File: src/rtl/core/tip_pkg.sv
package tip_pkg;

  localparam int COORD_BITS = 16;

  // coordinate difference, cross/square product, cross term, squared norm
  localparam int DIF_W = COORD_BITS + 1;
  localparam int PRD_W = 2 * DIF_W;
  localparam int CRS_W = PRD_W + 1;
  localparam int NRM_W = PRD_W;

  // norm split into two halves for the determinant products
  localparam int NLO_W = NRM_W / 2;
  localparam int NHI_W = NRM_W - NLO_W;
  localparam int PPL_W = CRS_W + NLO_W + 1;
  localparam int PPH_W = CRS_W + NHI_W + 1;

  localparam int TRM_W = CRS_W + NRM_W;
  localparam int SUM_W = TRM_W + 2;

  localparam int NUM_STG = 6;

  localparam logic [1:0] POS_OUTSIDE  = 2'd0;
  localparam logic [1:0] POS_BOUNDARY = 2'd1;
  localparam logic [1:0] POS_INSIDE   = 2'd2;

  typedef struct packed {
    logic [NUM_STG-1:0] load;
  } tip_ctrl_t;

endpackage

File: src/rtl/core/tip_pipe_ctrl.sv
module tip_pipe_ctrl import tip_pkg::*; (
  input  logic      clk,
  input  logic      rst_n,
  input  logic      in_valid,
  output logic      in_ready,
  output logic      out_valid,
  input  logic      out_ready,
  output tip_ctrl_t ctrl
);

  logic [NUM_STG-1:0] vld_r;
  logic [NUM_STG-1:0] vld_nxt;
  logic [NUM_STG-1:0] load;

  // a stage loads when empty or when its contents move on
  always_comb begin
    load[NUM_STG-1] = !vld_r[NUM_STG-1] || out_ready;
    for (int k = NUM_STG - 2; k >= 0; k--) begin
      load[k] = !vld_r[k] || load[k+1];
    end
  end

  always_comb begin
    vld_nxt = vld_r;
    if (load[0]) vld_nxt[0] = in_valid;
    for (int k = 1; k < NUM_STG; k++) begin
      if (load[k]) vld_nxt[k] = vld_r[k-1];
    end
  end

  always_ff @(posedge clk) begin
    if (!rst_n) begin
      vld_r <= '0;
    end else begin
      vld_r <= vld_nxt;
    end
  end

  assign in_ready  = load[0];
  assign out_valid = vld_r[NUM_STG-1];
  assign ctrl.load = load;

endmodule

File: config.mk
export PLATFORM = sky130hd
export DESIGN_NAME = tip_pipe_ctrl
export DESIGN_NICKNAME = d
export VERILOG_FILES = /design/src/rtl/core/tip_pkg.sv /design/src/rtl/core/tip_pipe_ctrl.sv
export SDC_FILE = /design/constraint.sdc
export NUM_CORES = 1
export LEC_CHECK = 0
export BUFFER_PORTS_ARGS = -buffer_cell sky130_fd_sc_hd__buf_2
export CORE_AREA = 2 2 39 41
export DETAILED_ROUTE_END_ITERATION = 6
export DIE_AREA = 0 0 41 43
export GPL_TIMING_DRIVEN = 0
export HOLD_SLACK_MARGIN = 0.12
export SLEW_MARGIN = 25
export SYNTH_ARGS = -nofsm -noshare
export SYNTH_HDL_FRONTEND = slang
export SYNTH_SLANG_ARGS = --single-unit
File: constraint.sdc
create_clock -name clk -period 0.9 [get_ports clk]
set_input_delay 0.045 -clock clk [delete_from_list [all_inputs] [get_ports clk]]
set_output_delay 0.045 -clock clk [all_outputs]
set_load 0.005 [all_outputs]
==> results of run 1 <==
[cell type report]
| cell class | instances | area share, % |
|---|---|---|
| plain buffers | 1 | 2.56 |
| clock buffers | 3 | 5.13 |
| inverters | 4 | 3.42 |
| multi-input cells | 16 | 25.4 |
| flip-flops and latches | 6 | 27.9 |
| well taps | 16 | 4.56 |
| repair buffers | 19 | 31.1 |
[worst max-delay path: cells and delay by family, from the launching register on]
family	cells	cell delay (ps)
and+or+nand+nor	3	420
DFF	1	330
buffers and inverters	2	240
[kinds of logic (layout without fill, tap and decap cells)]
family | count (synthesis) | in the layout | share of synthesized area [%]
simple gates | 10 | 10 | 22.8
compound gates | 6 | 6 | 18.1
flops | 6 | 6 | 49.7
buf+inv | 5 | 27 | 9.33
[per-stage QoR]
stage          utilization [%]  hold WS [ps]  cell area, sq um
6_report                  31.7           274               439
3_5_place_dp              23.3           265               323
5_1_grt                   31.7           268               439
3_3_place_gp              23.3           265               323
2_1_floorplan                -           162               248
4_1_cts                   28.6           133               395
[timing repair]
action,in CTS,in global routing
pin swaps,2,3
hold buffers,2,0
setup endpoints to repair,10,11
endpoints found under the hold margin,6,0
resized for setup,4,4
buffers inserted,2,4
[routing by layer]
| metal | vias up | wire [um] |
|---|---|---|
| met5 | - | 0 |
| met4 | 0 | 0 |
| met3 | 0 | 68 |
| met2 | 11 | 264 |
| met1 | 108 | 229 |
| li1 | 130 | - |
[cell usage after synthesis]
cell type	number	share of area [%]
nor2b_1	2	5.2
nand2_1	4	6.2
nor2_1	1	1.6
inv_1	3	4.7
o21a_1	4	12
and2_4	1	3.6
and4b_1	1	4.1
buf_4	1	3.1
nand3_1	1	2.1
a21oi_1	1	2.1
o21ai_2	1	3.6
dfxtp_1	6	50
inv_2	1	1.6
[power breakdown]
| group | internal [mW] | switching, mW |
|---|---|---|
| sequential | 0.274 | 0.00522 |
| combinational | 0.0182 | 0.0114 |
| clock | 0.151 | 0.0956 |
| total | 0.443 | 0.112 |
[worst min path at each step]
stage	depth (start not counted)	slack [ps]	endpoint
2_1_floorplan	2	160	vld_r[1]
3_3_place_gp	2	270	vld_r[0]
3_5_place_dp	2	260	vld_r[0]
4_1_cts	3	130	vld_r[5]
5_1_grt	4	270	vld_r[5]
6_report	4	270	vld_r[5]
==> impl_metrics.py, run 1 <==
metrics = {
    "outcome": {
        "outcome": "finished, violations left",
        "violations": "negative setup slack",
    },
    "grt": {
        "grt_pass1_vias": 224,
        "grt_pass1_wl_um": 828,
        "grt_util_met3_pct": 9.42,
        "gr-usage-met2_pct": 10.0,
        "antenna_found_initial": 0,
        "gr-usage-all-layers_pct": 7.74,
        "grt_max_degree": 8,
        "grt_busiest_layer": "met2",
        "gr-usage-met1_pct": 7.74,
        "grt.overflow.total": 0,
    },
    "setup_path": {
        "ff2ff_path_depth": 6,
        "worstPathRequired_ps": 850,
        "rr_endpoint": "vld_r[1]",
        "cp.arrival_ps": 1230,
        "crit_path_cell_trace": "and4b_1, buf_4, and2_4, nand2_2, buf_2",
        "startpoint_type": "flop",
        "cpPeakStageDelay_ps": 330,
        "crit_type": "flop to output pin",
        "slowest_stage": "dfxtp_2",
        "r2r_slack_ps": -210,
        "crit_end": "ctrl[1]",
        "critPathLaunch": "vld_r[4]",
        "worst-path-max-fanout": 3,
        "rr_startpoint": "vld_r[4]",
        "worstSetupEndpointType": "output pin",
    },
    "routing": {
        "ant_nets": 0,
        "drc": 0,
        "drt_first_pass_iters": 2,
        "viasPerCell": 3.83,
        "post_drt_wl_per_cell_um": 8.63,
        "vias": 249,
        "wl_um": 561,
        "drtIter0Drc": 8,
    },
    "clock_tree": {
        "clk-insertion-delay-late_ps": 240,
        "cts_buffer_depth": 2,
        "cts_tree": "built",
        "cts-root-buf": "clkbuf_4",
        "clk_pin_slew_ps": 40,
        "numCtsBuffers": 3,
        "h-tree-depth": 1,
        "clock-sinks": 6,
    },
    "yosys": {
        "synth-seq-cells": 6,
        "ys_types": 13,
        "netlist_area_sq_um": 241,
        "synthesis.nets": 31,
        "synth_seq_area_share_pct": 49.7,
        "syn-instance-count": 27,
        "syn_avg_cell_area_sq_um": 8.94,
        "ys.warnings.count": 0,
    },
    "cells_and_area": {
        "top_register": "vld_r",
        "ff_latch_area_sq_um": 123,
        "finalNonFillerCells": 65,
        "nets": 55,
        "final_common_cell": "buf_2",
        "nFillCells": 152,
        "multiInputGateArea_sq_um": 111,
        "layout-drive-gt1-share_pct": 61.2,
        "insertedDiodeCount": 0,
        "largest_reg_flops": 6,
        "top_regs": "vld_r x6",
        "layout_common_cells": "9 x buf_2, 5 x buf_4, 4 x o21a_1, 4 x buf_6, 4 x dfxtp_1",
        "area_growth_pct": 81.9,
    },
    "sta": {
        "worst_pin_slew_ps": 149,
        "max_freq_mhz": 787,
        "setup_viol": 13,
        "hold_viol": 0,
        "skew_ps": 2.97,
        "rsz0062_at_grt": "true",
        "layout_worst_path_cycle_share_pct": 141,
        "tns_ps": -2410,
        "finalCriticalPeriod_ps": 1270,
        "slew-limit-headroom_pct": 90.1,
        "slew_violations": 0,
        "layout_setup_ws_ps": -370,
    },
    "placement": {
        "routabilityCongestion": 0.686,
        "dpl.cell_count": 54,
        "post-place-ws_ps": -219,
        "io_buffers": 11,
    },
    "floorplanning": {
        "die_area_sq_um": 1760,
        "core_area_sq_um": 1380,
        "rows": 14,
        "fp.dieW_um": 41,
        "start_util_pct": 17.5,
        "ios": 12,
        "die_h_um": 43,
    },
    "run": {
        "drv_cap": 0,
    },
    "pwr": {
        "power_mw": 0.555,
        "ir_worst_vdd_v": 0.000698,
        "power_density_nw_per_um2": 1260,
        "leakagePower_nw": 0.184,
    },
    "hold_path": {
        "holdCritPathClass": "primary input to flop",
        "holdCritStartpoint": "out_ready",
    },
}
Power figures use the tool's default switching activity.
==> run 2: changes to the inputs <==
- PLACE_DENSITY: not set -> 0.48
==> impl_metrics.py, run 2 (synthesis gave the netlist of run 1 again) <==
metrics = {
    "sta": {
        "worst_pin_slew_ps": 133,
        "rsz0062_at_grt": "true",
        "holdWs_ps": 174,
        "layout_worst_path_cycle_share_pct": 144,
        "tns_ps": -2760,
        "setup_viol": 12,
        "finalCriticalPeriod_ps": 1300,
        "layout_setup_ws_ps": -400,
        "skew_ps": 0.398,
        "hold_viol": 0,
        "max_freq_mhz": 769,
        "slew_violations": 0,
        "slew-limit-headroom_pct": 91.1,
    },
    "setup_path": {
        "crit_path_cell_trace": "and4b_2, buf_6, and2_4, nand2_1, buf_2",
        "worstPathRequired_ps": 850,
        "worst-path-max-fanout": 3,
        "worstSetupEndpointType": "output pin",
        "slowest_stage": "dfxtp_2",
        "cpPeakStageDelay_ps": 330,
        "cp_top_family": "simple AND/OR/NAND/NOR gates",
        "startpoint_type": "flop",
        "cp.arrival_ps": 1250,
        "path_buf_inv": 2,
        "crit_type": "flop to output pin",
    },
    "outcome": {
        "outcome": "finished, violations left",
        "violations": "negative setup slack",
    },
    "pwr": {
        "ir_worst_vdd_v": 0.000790,
        "leakagePower_nw": 0.191,
        "power_density_nw_per_um2": 1210,
        "seqPwrFrac_pct": 49.8,
        "p_clk_share_pct": 44.9,
        "power_switching_mw": 0.117,
        "p_int_mw": 0.443,
        "sw_frac_of_total_pct": 20.9,
        "power_mw": 0.560,
        "combPwrFrac_pct": 5.3,
    },
    "cells_and_area": {
        "stdcell_area_sq_um": 463,
        "top_regs": "vld_r x6",
        "top_register": "vld_r",
        "insertedDiodeCount": 0,
        "nets": 56,
        "final_common_cell": "buf_2",
        "finalNonFillerCells": 66,
        "layout_common_cells": "9 x buf_2, 6 x buf_6, 4 x nand2_1, 4 x o21a_1, 4 x buf_4",
        "area_growth_pct": 91.7,
        "largest_reg_flops": 6,
        "final_util_pct": 33.5,
        "layout-drive-gt1-share_pct": 68.0,
    },
    "routing": {
        "vias": 267,
        "drtIter0Drc": 2,
        "ant_nets": 0,
        "drt_first_pass_iters": 2,
        "drc": 0,
        "viasPerCell": 4.05,
        "post_drt_wl_per_cell_um": 8.94,
        "wl_um": 590,
    },
    "hold_path": {
        "holdCritPathClass": "primary input to flop",
    },
    "placement": {
        "io_buffers": 11,
        "post-place-ws_ps": -211,
        "routabilityCongestion": 0.593,
        "dpl_cell_area_sq_um": 323,
        "dp_hpwl_um": 332,
        "dpl.cell_count": 54,
    },
    "floorplanning": {
        "die_area_sq_um": 1760,
        "fp.dieW_um": 41,
        "rows": 14,
        "start_util_pct": 17.5,
        "ios": 12,
        "die_h_um": 43,
        "core_area_sq_um": 1380,
    },
    "clock_tree": {
        "clock-sinks": 6,
        "cts-root-buf": "clkbuf_4",
        "numCtsBuffers": 3,
        "cts_tree": "built",
        "cts_buffer_depth": 2,
        "clk-insertion-delay-late_ps": 250,
        "h-tree-depth": 1,
        "clk_pin_slew_ps": 40,
    },
    "grt": {
        "antenna_found_initial": 0,
        "grt_pass1_wl_um": 917,
        "grt.overflow.total": 0,
        "grt_max_degree": 8,
        "grt_pass1_vias": 235,
        "gr-usage-all-layers_pct": 8.65,
    },
    "run": {
        "drv_cap": 0,
    },
}
run 2: cell count changes in the layout (fill, tap and decap cells not counted), sizes merged:
cell,previous run,this run
buf,18,19
run 2: power groups by stage:
stage / sequential, mW / clock [mW] / combinational, mW
CTS: 0.278 / 0.264 / 0.0282
global route: 0.279 / 0.284 / 0.0335
global placement: 0.283 / 0 / 0.0201
floorplan: 0.282 / 0 / 0.00861
finish: 0.279 / 0.252 / 0.0299
detailed placement: 0.283 / 0 / 0.0197
run 2: worst min-delay path: stages:
cell,delay (ps)
buf_2,110
nor2b_4,50
a21oi_2,120
nor2b_1,50
run 2: final timing paths:
kind,start,to,slack [ps],depth (start not counted)
setup / recovery,vld_r[3],ctrl[1],-400,5
hold / removal,out_ready,vld_r[4],170,4
setup reg to reg,vld_r[4],vld_r[3],-290,5
hold reg to reg,vld_r[0],vld_r[1],450,2
run 2: cell type report:
type / instances / area (sq um)
fillers: 143 / 921
repair buffers: 20 / 151
flip-flops and latches: 6 / 124
multi-input cells: 16 / 119
clock buffers: 3 / 22.5
well taps: 16 / 20.0
inverters: 4 / 15.0
plain buffers: 1 / 11.3
run 2: per-layer routing:
layer	up-vias	track usage, %	wire length (um)
met3	2	7.85	73
met2	14	9.38	245
li1	133	-	-
met4	0	6.00	10
met5	-	0	0
met1	118	10.4	260
run 2: timing repair:
item | 4_1_cts | 5_1_grt
pin swaps | 4 | 7
hold buffers | 2 | 0
endpoints found under the setup margin | 10 | 12
setup buffers | 5 | 3
hold endpoints to repair | 6 | 0
resized for setup | 5 | 10
